===== config.mk =====
export PLATFORM = sky130hd
export DESIGN_NAME = integer_to_ascii_formatter_unit
export DESIGN_NICKNAME = d
export VERILOG_FILES = /design/src/sv/i2a_pkg.sv /design/src/sv/integer_to_ascii_formatter_unit.sv /design/src/sv/i2a_dpath.sv /design/src/sv/i2a_ctrl.sv
export SDC_FILE = /design/constraint.sdc
export NUM_CORES = 1
export LEC_CHECK = 0
export BUFFER_PORTS_ARGS = -buffer_cell sky130_fd_sc_hd__buf_4
export CORE_UTILIZATION = 45
export CTS_CLUSTER_SIZE = 12
export DETAILED_ROUTE_END_ITERATION = 8
export GPL_ROUTABILITY_DRIVEN = 0
export PLACE_DENSITY = 0.67
export SLEW_MARGIN = 20
export SYNTH_ARGS = -nofsm -noshare
export SYNTH_HDL_FRONTEND = slang
export SYNTH_SLANG_ARGS = --single-unit

===== constraint.sdc =====
create_clock -name clk_i -period 3.1 [get_ports clk_i]
set_input_delay 0 -clock clk_i [delete_from_list [all_inputs] [get_ports clk_i]]
set_output_delay 0 -clock clk_i [all_outputs]
set_load 0.05 [all_outputs]

===== src/sv/i2a_pkg.sv =====
`default_nettype none
package i2a_pkg;

  // format codes
  localparam logic [1:0] ACT_DEC    = 2'd0;
  localparam logic [1:0] ACT_HEX_LO = 2'd1;
  localparam logic [1:0] ACT_HEX_UP = 2'd2;
  localparam logic [1:0] ACT_PTR    = 2'd3;

  localparam int unsigned ValueW = 64;
  localparam int unsigned CharW  = 8;
  localparam int unsigned CountW = 5;
  localparam int unsigned BinW   = 32;
  localparam int unsigned DecDigits = 10;

  localparam logic [CharW-1:0] CHR_ZERO = 8'h30;
  localparam logic [CharW-1:0] CHR_X    = 8'h78;
  localparam logic [CharW-1:0] CHR_LO_A = 8'h61;
  localparam logic [CharW-1:0] CHR_UP_A = 8'h41;

  // character source for the output
  typedef enum logic [1:0] {
    CH_DIGIT,
    CH_ZERO,
    CH_X
  } chsel_e;

  // controller to datapath
  typedef struct packed {
    logic   load;
    logic   conv;
    logic   shift;
    logic   set_total;
    chsel_e sel;
  } cmd_t;

  // datapath to controller
  typedef struct packed {
    logic conv_done;
    logic top_zero;
    logic ndig_one;
    logic is_ptr;
  } sts_t;

  // one nibble to its ascii digit
  function automatic logic [CharW-1:0] digit_char(input logic [3:0] n, input logic upper);
    logic [CharW-1:0] n8;
    n8 = {4'h0, n};
    if (n < 4'd10) begin
      digit_char = CHR_ZERO + n8;
    end else if (upper) begin
      digit_char = CHR_UP_A + n8 - 8'd10;
    end else begin
      digit_char = CHR_LO_A + n8 - 8'd10;
    end
  endfunction

endpackage
`default_nettype wire


===== src/sv/integer_to_ascii_formatter_unit.sv =====
// integer to ascii formatter: one request in, one character per cycle out while the receiver is ready
// hex and pointer: a load, a skip of up to N - 1 leading zero digits, then d (+2) chars
// decimal adds a shift-add-3 conversion of the low 32 bits, one value bit per cycle, before the skip
// N is 8 for hex, 16 for pointer, 10 for decimal; d is the printed digit count
// one request at a time: a new one is taken only once the last character of a text is out
// rst_ni asynchronous active low: idle, ready for a request, no output pending
`default_nettype none
module integer_to_ascii_formatter_unit (
  input  wire logic                        clk_i,
  input  wire logic                        rst_ni,
  input  wire logic                        in_valid_i,
  output logic                             in_ready_o,
  input  wire logic [1:0]                  action_i,
  input  wire logic [i2a_pkg::ValueW-1:0]  value_i,
  output logic                             out_valid_o,
  input  wire logic                        out_ready_i,
  output logic [i2a_pkg::CharW-1:0]        character_o,
  output logic                             last_o,
  output logic [i2a_pkg::CountW-1:0]       char_count_o
);
  import i2a_pkg::*;

  cmd_t cmd;
  sts_t sts;

  // sequencer
  i2a_ctrl u_ctrl (
    .clk_i       (clk_i),
    .rst_ni      (rst_ni),
    .in_valid_i  (in_valid_i),
    .action_i    (action_i),
    .out_ready_i (out_ready_i),
    .sts_i       (sts),
    .in_ready_o  (in_ready_o),
    .out_valid_o (out_valid_o),
    .cmd_o       (cmd)
  );

  // digit buffer and conversion
  i2a_dpath u_dpath (
    .clk_i        (clk_i),
    .rst_ni       (rst_ni),
    .cmd_i        (cmd),
    .action_i     (action_i),
    .value_i      (value_i),
    .sts_o        (sts),
    .character_o  (character_o),
    .last_o       (last_o),
    .char_count_o (char_count_o)
  );

endmodule
`default_nettype wire


===== src/sv/i2a_dpath.sv =====
`default_nettype none
module i2a_dpath (
  input  wire logic                        clk_i,
  input  wire logic                        rst_ni,
  input  wire i2a_pkg::cmd_t               cmd_i,
  input  wire logic [1:0]                  action_i,
  input  wire logic [i2a_pkg::ValueW-1:0]  value_i,
  output i2a_pkg::sts_t                    sts_o,
  output logic [i2a_pkg::CharW-1:0]        character_o,
  output logic                             last_o,
  output logic [i2a_pkg::CountW-1:0]       char_count_o
);
  import i2a_pkg::*;

  localparam int unsigned BcdLo = ValueW - 4 * DecDigits;

  logic [ValueW-1:0] dig_q, dig_d;
  logic [BinW-1:0]   bin_q, bin_d;
  logic [4:0]        bit_cnt_q, bit_cnt_d;
  logic [CountW-1:0] ndig_q, ndig_d;
  logic [CountW-1:0] total_q, total_d;
  logic              upper_q, upper_d;
  logic              ptr_q, ptr_d;
  logic [4*DecDigits-1:0] bcd_adj;

  // add 3 to every bcd digit of five or more
  always_comb begin
    for (int i = 0; i < DecDigits; i++) begin
      logic [3:0] d;
      d = dig_q[BcdLo + 4*i +: 4];
      bcd_adj[4*i +: 4] = (d >= 4'd5) ? d + 4'd3 : d;
    end
  end

  // next state of the digit buffer and counters
  always_comb begin
    dig_d     = dig_q;
    bin_d     = bin_q;
    bit_cnt_d = bit_cnt_q;
    ndig_d    = ndig_q;
    total_d   = total_q;
    upper_d   = upper_q;
    ptr_d     = ptr_q;
    if (cmd_i.load) begin
      bin_d     = value_i[BinW-1:0];
      bit_cnt_d = '0;
      upper_d   = (action_i == ACT_HEX_UP);
      ptr_d     = (action_i == ACT_PTR);
      case (action_i)
        ACT_DEC: begin
          dig_d  = '0;
          ndig_d = CountW'(DecDigits);
        end
        ACT_PTR: begin
          dig_d  = value_i;
          ndig_d = CountW'(16);
        end
        default: begin
          dig_d  = {value_i[BinW-1:0], {(ValueW-BinW){1'b0}}};
          ndig_d = CountW'(8);
        end
      endcase
    end else if (cmd_i.conv) begin
      dig_d     = {bcd_adj[4*DecDigits-2:0], bin_q[BinW-1], {BcdLo{1'b0}}};
      bin_d     = {bin_q[BinW-2:0], 1'b0};
      bit_cnt_d = bit_cnt_q + 5'd1;
    end else if (cmd_i.shift) begin
      dig_d  = {dig_q[ValueW-5:0], 4'h0};
      ndig_d = ndig_q - CountW'(1);
    end
    if (cmd_i.set_total) begin
      total_d = ndig_q + (ptr_q ? CountW'(2) : CountW'(0));
    end
  end

  // control registers
  always_ff @(posedge clk_i or negedge rst_ni) begin
    if (!rst_ni) begin
      bit_cnt_q <= '0;
      ndig_q    <= CountW'(1);
    end else begin
      bit_cnt_q <= bit_cnt_d;
      ndig_q    <= ndig_d;
    end
  end

  // payload registers
  always_ff @(posedge clk_i) begin
    dig_q   <= dig_d;
    bin_q   <= bin_d;
    total_q <= total_d;
    upper_q <= upper_d;
    ptr_q   <= ptr_d;
  end

  // status
  assign sts_o.conv_done = (bit_cnt_q == 5'd31);
  assign sts_o.top_zero  = (dig_q[ValueW-1 -: 4] == 4'h0);
  assign sts_o.ndig_one  = (ndig_q == CountW'(1));
  assign sts_o.is_ptr    = ptr_q;

  // output character
  always_comb begin
    case (cmd_i.sel)
      CH_ZERO: character_o = CHR_ZERO;
      CH_X:    character_o = CHR_X;
      default: character_o = digit_char(dig_q[ValueW-1 -: 4], upper_q);
    endcase
  end

  assign last_o       = (cmd_i.sel == CH_DIGIT) && (ndig_q == CountW'(1));
  assign char_count_o = last_o ? total_q : '0;

endmodule
`default_nettype wire


===== src/sv/i2a_ctrl.sv =====
`default_nettype none
module i2a_ctrl (
  input  wire logic          clk_i,
  input  wire logic          rst_ni,
  input  wire logic          in_valid_i,
  input  wire logic [1:0]    action_i,
  input  wire logic          out_ready_i,
  input  wire i2a_pkg::sts_t sts_i,
  output logic               in_ready_o,
  output logic               out_valid_o,
  output i2a_pkg::cmd_t      cmd_o
);
  import i2a_pkg::*;

  typedef enum logic [2:0] {
    ST_IDLE,
    ST_CONV,
    ST_SKIP,
    ST_PRE0,
    ST_PRE1,
    ST_DIGIT
  } state_e;

  state_e state_q, state_d;
  logic   in_ready_q, out_valid_q;

  // next state and commands
  always_comb begin
    state_d       = state_q;
    cmd_o         = '0;
    cmd_o.sel     = CH_DIGIT;
    case (state_q)
      ST_IDLE: begin
        if (in_valid_i) begin
          cmd_o.load = 1'b1;
          state_d    = (action_i == ACT_DEC) ? ST_CONV : ST_SKIP;
        end
      end
      ST_CONV: begin
        cmd_o.conv = 1'b1;
        if (sts_i.conv_done) state_d = ST_SKIP;
      end
      ST_SKIP: begin
        // drop leading zero digits, keep at least one
        if (sts_i.top_zero && !sts_i.ndig_one) begin
          cmd_o.shift = 1'b1;
        end else begin
          cmd_o.set_total = 1'b1;
          state_d = sts_i.is_ptr ? ST_PRE0 : ST_DIGIT;
        end
      end
      ST_PRE0: begin
        cmd_o.sel = CH_ZERO;
        if (out_ready_i) state_d = ST_PRE1;
      end
      ST_PRE1: begin
        cmd_o.sel = CH_X;
        if (out_ready_i) state_d = ST_DIGIT;
      end
      ST_DIGIT: begin
        if (out_ready_i) begin
          cmd_o.shift = 1'b1;
          if (sts_i.ndig_one) state_d = ST_IDLE;
        end
      end
      default: state_d = ST_IDLE;
    endcase
  end

  // state and registered handshake outputs
  always_ff @(posedge clk_i or negedge rst_ni) begin
    if (!rst_ni) begin
      state_q     <= ST_IDLE;
      in_ready_q  <= 1'b1;
      out_valid_q <= 1'b0;
    end else begin
      state_q     <= state_d;
      in_ready_q  <= (state_d == ST_IDLE);
      out_valid_q <= (state_d == ST_PRE0) || (state_d == ST_PRE1) ||
                     (state_d == ST_DIGIT);
    end
  end

  assign in_ready_o  = in_ready_q;
  assign out_valid_o = out_valid_q;

endmodule
`default_nettype wire


==> results of run 1 <==
-- where the power goes --
part | leakage (uW) | total [uW] | switching (uW) | internal [uW]
clock | 0.000282 | 1940 | 646 | 1300
combinational | 0.00212 | 4390 | 2600 | 1790
sequential | 0.00120 | 3680 | 592 | 3090
total | 0.00360 | 10000 | 3840 | 6180
-- layer usage --
metal	part of all wire, %	wire length, um	global-route usage (%)	vias up
li1	-	-	-	2519
met1	43	7090	28.8	2541
met2	49	8100	37.3	230
met3	6.4	1050	4.57	24
met4	1.7	287	7.93	0
met5	0	0	0	-
-- cell usage after synthesis, drive strengths merged, types with 2 or more instances --
| master | number | area share [%] |
|---|---|---|
| dfstp | 2 | 0.80 |
| nor2b | 5 | 0.48 |
| a221o | 8 | 1.2 |
| inv | 29 | 1.7 |
| and2 | 10 | 0.95 |
| nand2 | 111 | 6.3 |
| nand2b | 12 | 1.1 |
| a22o | 20 | 2.7 |
| dfrtp | 13 | 4.9 |
| nor3b | 18 | 2.3 |
| a21o | 3 | 0.34 |
| xor2 | 10 | 1.3 |
| mux2 | 10 | 1.7 |
| buf | 25 | 2.6 |
| edfxtp | 103 | 47 |
| nand4 | 2 | 0.19 |
| nand3 | 3 | 0.23 |
| nor2 | 8 | 0.49 |
| and3 | 5 | 0.48 |
| xnor2 | 13 | 1.7 |
| nor3 | 3 | 0.23 |
| o31ai | 8 | 0.91 |
| a222oi | 24 | 3.7 |
| or4b | 2 | 0.36 |
| a22oi | 9 | 1.0 |
| or3 | 3 | 0.29 |
| o2bb2ai | 8 | 1.1 |
| o211ai | 2 | 0.23 |
| o221ai | 2 | 0.27 |
| a21oi | 30 | 2.3 |
| o21ai | 40 | 3.0 |
| a31oi | 2 | 0.29 |
| clkbuf | 12 | 0.68 |
| ha | 32 | 6.1 |
-- per-stage QoR --
stage          area, um2  util [%]
2_1_floorplan       6590         -
3_3_place_gp        7330      52.0
3_5_place_dp        7330      52.0
4_1_cts             8620      61.1
5_1_grt             8650      61.3
6_report            8650      61.3
-- flip-flops by register name, summed over array words and instances, names as in the netlist, 3 cells and up --
name,count
u_dpath.bin_q,32
u_dpath.ndig_q,5
u_dpath.bit_cnt_q,5
u_dpath.dig_q,64
u_ctrl.state_q,3
u_dpath.total_q,5
-- final timing paths --
| path | start | endpoint | cells past startpoint | slack, ns |
|---|---|---|---|---|
| max | u_ctrl.state_q[2] | u_dpath.dig_q[55] | 7 | 0.20 |
| min | action_i[0] | u_dpath.ndig_q[3] | 4 | 0.02 |
| max reg2reg | u_ctrl.state_q[2] | u_dpath.dig_q[55] | 7 | 0.20 |
| min reg2reg | u_dpath.bin_q[12] | u_dpath.bin_q[13] | 2 | 0.51 |
| max in group asynchronous | rst_ni | u_ctrl.state_q[1] | 3 | 1.90 |
| min in group asynchronous | rst_ni | u_ctrl.in_ready_o | 2 | 0.09 |
-- kinds of logic after synthesis --
kind of cell	synth area share [%]
AOI/OAI and AO/OA	17.5
xor gates and xnor gates	3.06
adders and majority gates	6.09
buffers and inverters	4.93
DFF	52.8
muxes	1.86
other	0.0570
and+or+nand+nor	13.8
-- area by class of cell --
type / count / area share [%]
clock buffers: 25 / 5.50
clock inverters: 7 / 1.23
inverters: 29 / 1.26
multi-input cells: 412 / 32.5
flip-flops and latches: 118 / 40.2
well taps: 180 / 2.60
repair buffers: 166 / 16.8
-- timing repair --
item | in CTS | in global routing
endpoints found under the hold margin | 113 | 0
endpoints found under the setup margin | 0 | 3
gates resized for setup | 0 | 7
hold buffers | 70 | 0
-- tightest hold or removal path, delay by kind of cell --
kind            cells  cell delay [ns]
compound gates      1             0.04
fa+ha+maj           1             0.13
buf+inv             1             0.10
simple gates        1             0.11
==> impl_metrics.yaml, run 1 <==
clocking:
  cts_tree: "yes"
  postCtsSetupBuffers: 0
  cts_buffer_depth: 2
  htree_levels: 4
  clkTransAtPathRegs_ns: 0.05
  worstSkewPairLatency_ns: 0.41
  clock_sinks: 118
  cts-root-buf: "clkbuf_16"
  cts_made_buffers: 17
routing:
  drtPass1Iterations: 6
  post_drt_via_cell_ratio: 5.67
  vias: 5314
  drt_iter0_markers: 555
  ant_nets: 0
  wl_per_cell_um: 17.6
  routed_wl_mm: 16.5
  route.detailed.drc: 0
finish:
  fin_cells: 937
  diodes: 0
  multiInputGateArea_um2: 2810
  mostFrequentLayoutCells: "nand2_1, edfxtp_1, buf_4"
  syn2layout_area_growth_pct: 31.4
  layout_commonest_cell: "nand2_1"
  nets: 846
  fillerInstances: 1110
  drive_gt1_share_pct: 18.8
  ff_latch_area_um2: 3470
sta:
  layout_setup_ws_ns: 0.204
  rsz0062_at_grt: "false"
  worst_clock_skew_ns: 0.00761
  drv_slew: 0
  relSlewSlack_pct: 36.9
  tightestPinTransition_ns: 0.945
  setup_viol: 0
  fin_hold_ws_ns: 0.0161
  period_needed_ns: 2.90
  fmax_ghz: 0.345
  fin_crit_sh_pct: 93.4
  final-hold-violation-count: 0
  setup_tns_ns: 0
grt:
  grt.overflow.total: 0
  antenna_found_initial: 0
  grt_pass1_wl_mm: 25.6
  grt_pass1_vias: 5165
  grt_start_max_net_pins: 65
  grt_usage_pct: 22.4
floorplanning:
  rows: 43
  die_w_um: 123
  core_area_um2: 14100
  die-area_um2: 15100
  io_pins: 86
  die_h_um: 123
  initial_core_util_pct: 46.7
placed_design:
  dpl_worst_slack_ns: 0.486
  dp_cells: 834
  portBuffers: 84
  dp_hpwl_mm: 10.3
logic_synthesis:
  synth_nets: 697
  synthArstFlopShare_pct: 12.7
  ys_types: 52
  synth_seq_area_share_pct: 52.8
  synth_edf_count: 103
  avgSynthCellArea_um2: 11.1
  synth_ff_type: "edfxtp_1"
  syn-cell-area_um2: 6580
  ys_warn_count: 0
  syn-instance-count: 595
  ys_ff_latch: 118
pwr:
  power_uw: 10000
  leakagePower_uw: 0.00360
  p_per_area_nw_per_um2: 1160
  peakVddDrop_mv: 0.528
setup_path:
  cp-end-kind: "register"
  critPathArrivalTime_ns: 3.05
  worst_path_max_delay_cell: "or4b_4"
  cp_cell_sequence: "or4b_4 > inv_2 > nor2_4 > buf_4 > o2bb2ai_1 > a221o_1 > dlygate4sd3_1"
  start_kind: "register"
  path_delay_family: "buffers and inverters"
  cpPeakStageDelay_ns: 0.58
  cp_data_required_time_ns: 3.25
  worstSetupPathType: "reg2reg"
  cp_num_buf_inv: 3
  critPathMaxFanout: 22
worst_hold_path:
  hold_class: "in2reg"
outcome:
  outcome: "completed"
job:
  cap_violations: 0
No activity file was read; power rests on OpenSTA's default activity.
==> run 2, diff against run 1 <==
--- a/config.mk
+++ b/config.mk
@@ -6,12 +6,12 @@
 export NUM_CORES = 1
 export LEC_CHECK = 0
 export BUFFER_PORTS_ARGS = -buffer_cell sky130_fd_sc_hd__buf_4
-export CORE_UTILIZATION = 45
+export CORE_UTILIZATION = 50
 export CTS_CLUSTER_SIZE = 12
 export DETAILED_ROUTE_END_ITERATION = 8
 export GPL_ROUTABILITY_DRIVEN = 0
-export PLACE_DENSITY = 0.67
-export SLEW_MARGIN = 20
+export PLACE_DENSITY = 0.71
+export SLEW_MARGIN = 5
 export SYNTH_ARGS = -nofsm -noshare
 export SYNTH_HDL_FRONTEND = slang
 export SYNTH_SLANG_ARGS = --single-unit
==> constraint.sdc (replaced) <==
create_clock -name clk_i -period 2.9 [get_ports clk_i]
set_input_delay 0 -clock clk_i [delete_from_list [all_inputs] [get_ports clk_i]]
set_output_delay 0 -clock clk_i [all_outputs]
set_load 0.05 [all_outputs]
==> run 2 against run 1 <==
Final cell count decreased by 0.85%; critical path type unchanged; critical endpoint is now u_dpath.dig_q[11]; via count increased by 1.3%; largest cell class unchanged; non-clock buffer count up 1; count of clock-buffer cells in the layout is 6 lower; first-iteration DRC count rose by 6.8%; die area is 9.8% lower; clock power rose by 9%.
==> impl_metrics.yaml, run 2 (synthesized netlist as in run 1, its figures left out) <==
outcome:
  outcome: "completed"
pwr:
  power_frac_seq_pct: 36.6
  leakagePower_uw: 0.00361
  p_int_uw: 6600
  p_clk_share_pct: 19.8
  p_per_area_nw_per_um2: 1240
  power_switching_uw: 4130
  combinationalPowerShare_pct: 43.6
  swShare_pct: 38.5
  peakVddDrop_mv: 0.637
sta:
  fmax_ghz: 0.391
  drv_slew: 0
  setup_tns_ns: 0
  tightestPinTransition_ns: 0.918
  fin_crit_sh_pct: 88.2
  period_needed_ns: 2.56
  relSlewSlack_pct: 38.7
  setup_viol: 0
  final-hold-violation-count: 0
  worst_clock_skew_ns: 0.00783
  rsz0062_at_grt: "false"
clocking:
  worstSkewPairLatency_ns: 0.40
  cts_made_buffers: 17
  postCtsSetupBuffers: 0
  cts_buffer_depth: 2
  cts_resized: 0
  cts-root-buf: "clkbuf_16"
  htree_levels: 4
  cts_hold_buf: 68
  clock_sinks: 118
  cts_tree: "yes"
  clkTransAtPathRegs_ns: 0.05
finish:
  nets: 846
  largestRegisters: "u_dpath.dig_q: 64 flops, u_dpath.bin_q: 32 flops"
  largest_register_ff_count: 64
  syn2layout_area_growth_pct: 31.1
  design_area_um2: 8620
  diodes: 0
  drive_gt1_share_pct: 19.2
  regMostFlops: "u_dpath.dig_q"
  fin_util_pct: 67.8
  layout_commonest_cell: "nand2_1"
  mostFrequentLayoutCells: "nand2_1, edfxtp_1, buf_4"
worst_hold_path:
  hold_class: "in2async"
setup_path:
  cp_data_required_time_ns: 3.02
  start_kind: "register"
  critPathMaxFanout: 34
  cp-end-kind: "register"
  critPathArrivalTime_ns: 2.68
  reg2reg_depth: 5
  worstSetupPathType: "reg2reg"
floorplanning:
  die_w_um: 117
  die-area_um2: 13600
  die_h_um: 117
  core_area_um2: 12700
  rows: 41
  initial_core_util_pct: 51.7
  io_pins: 86
routing:
  ant_nets: 0
  routed_wl_mm: 16.6
  post_drt_via_cell_ratio: 5.79
  wl_per_cell_um: 17.9
  drt_iter0_markers: 593
  drtPass1Iterations: 9
  route.detailed.drc: 0
  vias: 5381
grt:
  antenna_found_initial: 0
  grt_usage_pct: 25.3
  grt_pass1_wl_mm: 25.9
  grt_pass1_vias: 5330
  grt_start_max_net_pins: 49
  grt.overflow.total: 0
placed_design:
  portBuffers: 84
  place_area_um2: 7350
  dp_hpwl_mm: 10.4
job:
  cap_violations: 0
## run 2: cell count changes in the layout (fill, tap and decap cells not counted), moves of 2 or more
cell and delta:
buf_4 +5, clkbuf_1 -4, clkbuf_8 -2, clkinv_1 +2, clkinv_2 +2, dlygate4sd3_1 -2
## run 2: power by group through the flow
stage                     sequential, uW  combinational (uW)  clock, uW
after global placement              3880                4350          0
after CTS                           3900                4650       2170
after detailed placement            3920                4550          0
after floorplan                     3740                3490          0
final                               3930                4670       2120
after global routing                4020                5130       2240
## run 2: layer usage
| metal | vias to the layer above | share of wire [%] | GRT usage, % |
|---|---|---|---|
| met3 | 24 | 7.7 | 6.85 |
| met2 | 255 | 49 | 42.2 |
| li1 | 2519 | - | - |
| met1 | 2583 | 42 | 32.2 |
| met5 | - | 0 | 0 |
| met4 | 0 | 1.3 | 7.59 |
## run 2: layout make-up
cell class	instances	area, um2
fill	927	4100
sequential	118	3470
multi-input combinational	411	2800
timing repair buffer	167	1440
clock buffer	19	433
tap	172	215
clock inverter	13	161
inverter	29	109
## run 2: path summary, 6_finish.rpt
| check | end | start | slack [ns] |
|---|---|---|---|
| min in group clk_i | u_dpath.dig_q[57] | value_i[57] | 0.24 |
| max in group asynchronous | u_dpath.bit_cnt_q[4] | rst_ni | 1.72 |
| max | u_dpath.dig_q[11] | u_ctrl.state_q[1] | 0.34 |
| max reg2reg | u_dpath.dig_q[11] | u_ctrl.state_q[1] | 0.34 |
| min reg2reg | u_dpath.bin_q[11] | u_dpath.bin_q[10] | 0.51 |
| min | u_ctrl.in_ready_o | rst_ni | 0.1 |
## run 2: worst max-delay path: stages, from the launching register on
cell	delay, ns
dfrtp_1	0.59
or4b_4	0.22
inv_2	0.05
nor2_4	0.71
nand2_2	0.33
buf_4	0.35
## run 2: stage by stage
step | hold WS, ns | power [uW] | std cells | worst slack [ns]
after floorplan | -0.296 | 7220 | 595 | 0.268
after global placement | -0.133 | 8230 | 829 | 0.486
after detailed placement | -0.132 | 8470 | 829 | 0.422
after CTS | 0.0814 | 10700 | 929 | 0.391
after global routing | 0.104 | 11400 | 929 | 0.219
final | 0.0966 | 10700 | 929 | 0.343
==> run 3, diff against run 2 <==
--- a/config.mk
+++ b/config.mk
@@ -14,4 +14,5 @@
 export SLEW_MARGIN = 5
 export SYNTH_ARGS = -nofsm -noshare
 export SYNTH_HDL_FRONTEND = slang
+export SYNTH_HIERARCHICAL = 1
 export SYNTH_SLANG_ARGS = --single-unit
==> run 3 against run 2 <==
Final cell count shrank 3.0%; count of clock-buffer cells in the layout grew 7; via count shrank 1.2%; critical path type unchanged.
==> impl_metrics.yaml, run 3 <==
setup_path:
  r2r_start: "u_ctrl/state_q[0]"
  worstSetupPathType: "reg2reg"
  reg2reg_depth: 7
  cp-end-kind: "register"
  worstReg2RegEnd: "u_dpath/dig_q[36]"
  critPathArrivalTime_ns: 3.02
  start_kind: "register"
  critPathMaxFanout: 17
  ff2ff_setup_slack_ns: 0.12
  cp_data_required_time_ns: 3.14
logic_synthesis:
  synth_nets: 660
  synthArstFlopShare_pct: 12.7
  yosysTopAreaCellShare_pct: 46.7
  synth_seq_area_share_pct: 52.5
  avgSynthCellArea_um2: 11.9
  syn-instance-count: 558
  yosysMostFrequentCell: "edfxtp_1"
  ys_warn_count: 6
  ys_ff_latch: 118
  netlist_top_cells_count: "edfxtp_1, nand2_1, mux2_2"
  ys_types: 59
  synth_ff_type: "edfxtp_1"
  post-synth-top-area-cell: "edfxtp_1"
  syn-cell-area_um2: 6620
  synth_area_leaders: "edfxtp_1, ha_1, mux2_2"
  synth_edf_count: 103
placed_design:
  place_area_um2: 7440
  portBuffers: 84
  dp_hpwl_mm: 10.5
  dp_cells: 794
  dpl_worst_slack_ns: 0.247
clocking:
  cts_tree: "yes"
  clock_sinks: 118
  cts_buffer_depth: 2
  cts_made_buffers: 17
  worstSkewPairLatency_ns: 0.42
  htree_levels: 4
  clkTransAtPathRegs_ns: 0.05
  cts-root-buf: "clkbuf_16"
routing:
  post_drt_via_cell_ratio: 5.90
  routed_wl_mm: 17.2
  vias: 5318
  ant_nets: 0
  drt_iter0_markers: 538
  wl_per_cell_um: 19.1
  drtPass1Iterations: 8
  route.detailed.drc: 0
floorplanning:
  rows: 41
  initial_core_util_pct: 51.8
  die_h_um: 117
  io_pins: 86
  die_w_um: 117
  die-area_um2: 13700
  core_area_um2: 12800
grt:
  grt_start_max_net_pins: 65
  grt_pass1_wl_mm: 26.5
  antenna_found_initial: 0
  grt_usage_pct: 26.4
  grt_pass1_vias: 5307
  grt.overflow.total: 0
worst_hold_path:
  hold_class: "in2async"
sta:
  setup_viol: 0
  tightestPinTransition_ns: 1.14
  final-hold-violation-count: 0
  relSlewSlack_pct: 23.8
  drv_slew: 0
  setup_tns_ns: 0
  fmax_ghz: 0.359
  fin_hold_ws_ns: 0.0908
  fin_crit_sh_pct: 95.9
  period_needed_ns: 2.78
  layout_setup_ws_ns: 0.118
  worst_clock_skew_ns: 0.00898
finish:
  layout_commonest_cell: "edfxtp_1"
  largestRegisters: "u_dpath/dig_q: 64 flops, u_dpath/bin_q: 32 flops"
  nets: 818
  design_area_um2: 8800
  fin_cells: 901
  regMostFlops: "u_dpath/dig_q"
  diodes: 0
  drive_gt1_share_pct: 24.8
  mostFrequentLayoutCells: "edfxtp_1, buf_4, dlygate4sd3_1"
  syn2layout_area_growth_pct: 33.1
  largest_register_ff_count: 64
pwr:
  leakagePower_uw: 0.00353
  p_per_area_nw_per_um2: 1250
  peakVddDrop_mv: 0.695
job:
  cap_violations: 0
outcome:
  outcome: "completed"
run 3: report_power, final:
| part | leakage (uW) | total [uW] | internal [uW] | switching (uW) |
|---|---|---|---|---|
| clock network | 0.000310 | 2160 | 1420 | 734 |
| registers | 0.00120 | 3970 | 3330 | 642 |
| logic | 0.00202 | 4880 | 1970 | 2900 |
| total | 0.00353 | 11000 | 6720 | 4280 |
run 3: worst max-delay path, stage by stage, from the launching register on:
cell and delay [ns]:
dfrtp_1 0.52, nor4b_4 0.44, buf_4 0.23, and2_1 0.29, buf_4 0.31, a222oi_1 0.12
dlygate4sd3_1 0.61, o31ai_1 0.07
run 3: metal layers:
| metal | share of wire (%) | GRT usage [%] |
|---|---|---|
| met1 | 41 | 32.7 |
| met2 | 50 | 44.5 |
| met3 | 6.1 | 5.87 |
| met4 | 2.7 | 11.6 |
| met5 | 0 | 0 |
run 3: cells by family after synthesis:
family	share of synthesized area [%]
buffers and inverters	4.27
adders and majority gates	6.05
muxes	6.07
other	0.0567
and+or+nand+nor	11.2
xor gates and xnor gates	3.44
AOI/OAI and AO/OA	16.4
DFF	52.5
run 3: area by class of cell:
| type | count | area (um2) |
|---|---|---|
| flip-flops and latches | 118 | 3470 |
| well taps | 172 | 215 |
| fillers | 875 | 3970 |
| repair buffers | 173 | 1490 |
| clock buffers | 26 | 564 |
| multi-input cells | 378 | 2900 |
| clock inverters | 6 | 55.1 |
| inverters | 28 | 105 |
run 3: timing repair:
item                                    in CTS  in global routing
hold endpoints to repair                   115                  0
setup buffers                                0                  3
resized for setup                            0                  2
hold buffers                                71                  0
endpoints found under the setup margin       0                  2
run 3: through the flow:
| step | power [uW] | utilization, % |
|---|---|---|
| 6_report | 11000 | 68.9 |
| 2_1_floorplan | 7210 | - |
| 3_5_place_dp | 8580 | 58.2 |
| 4_1_cts | 10900 | 68.6 |
| 5_1_grt | 11600 | 68.9 |
| 3_3_place_gp | 8380 | 58.2 |
run 3: how the worst max path moves through the flow:
stage	startpoint	endpoint	cells past startpoint
final	u_ctrl/state_q[0]	u_dpath/dig_q[36]	7
after floorplan	u_dpath/ndig_q[0]	u_dpath/dig_q[0]	5
after global placement	u_dpath/dig_q[61]	u_dpath/dig_q[6]	7
after CTS	u_ctrl/state_q[0]	u_dpath/dig_q[36]	8
after detailed placement	u_dpath/dig_q[61]	u_dpath/dig_q[8]	7
after global routing	u_ctrl/state_q[0]	u_dpath/dig_q[40]	7
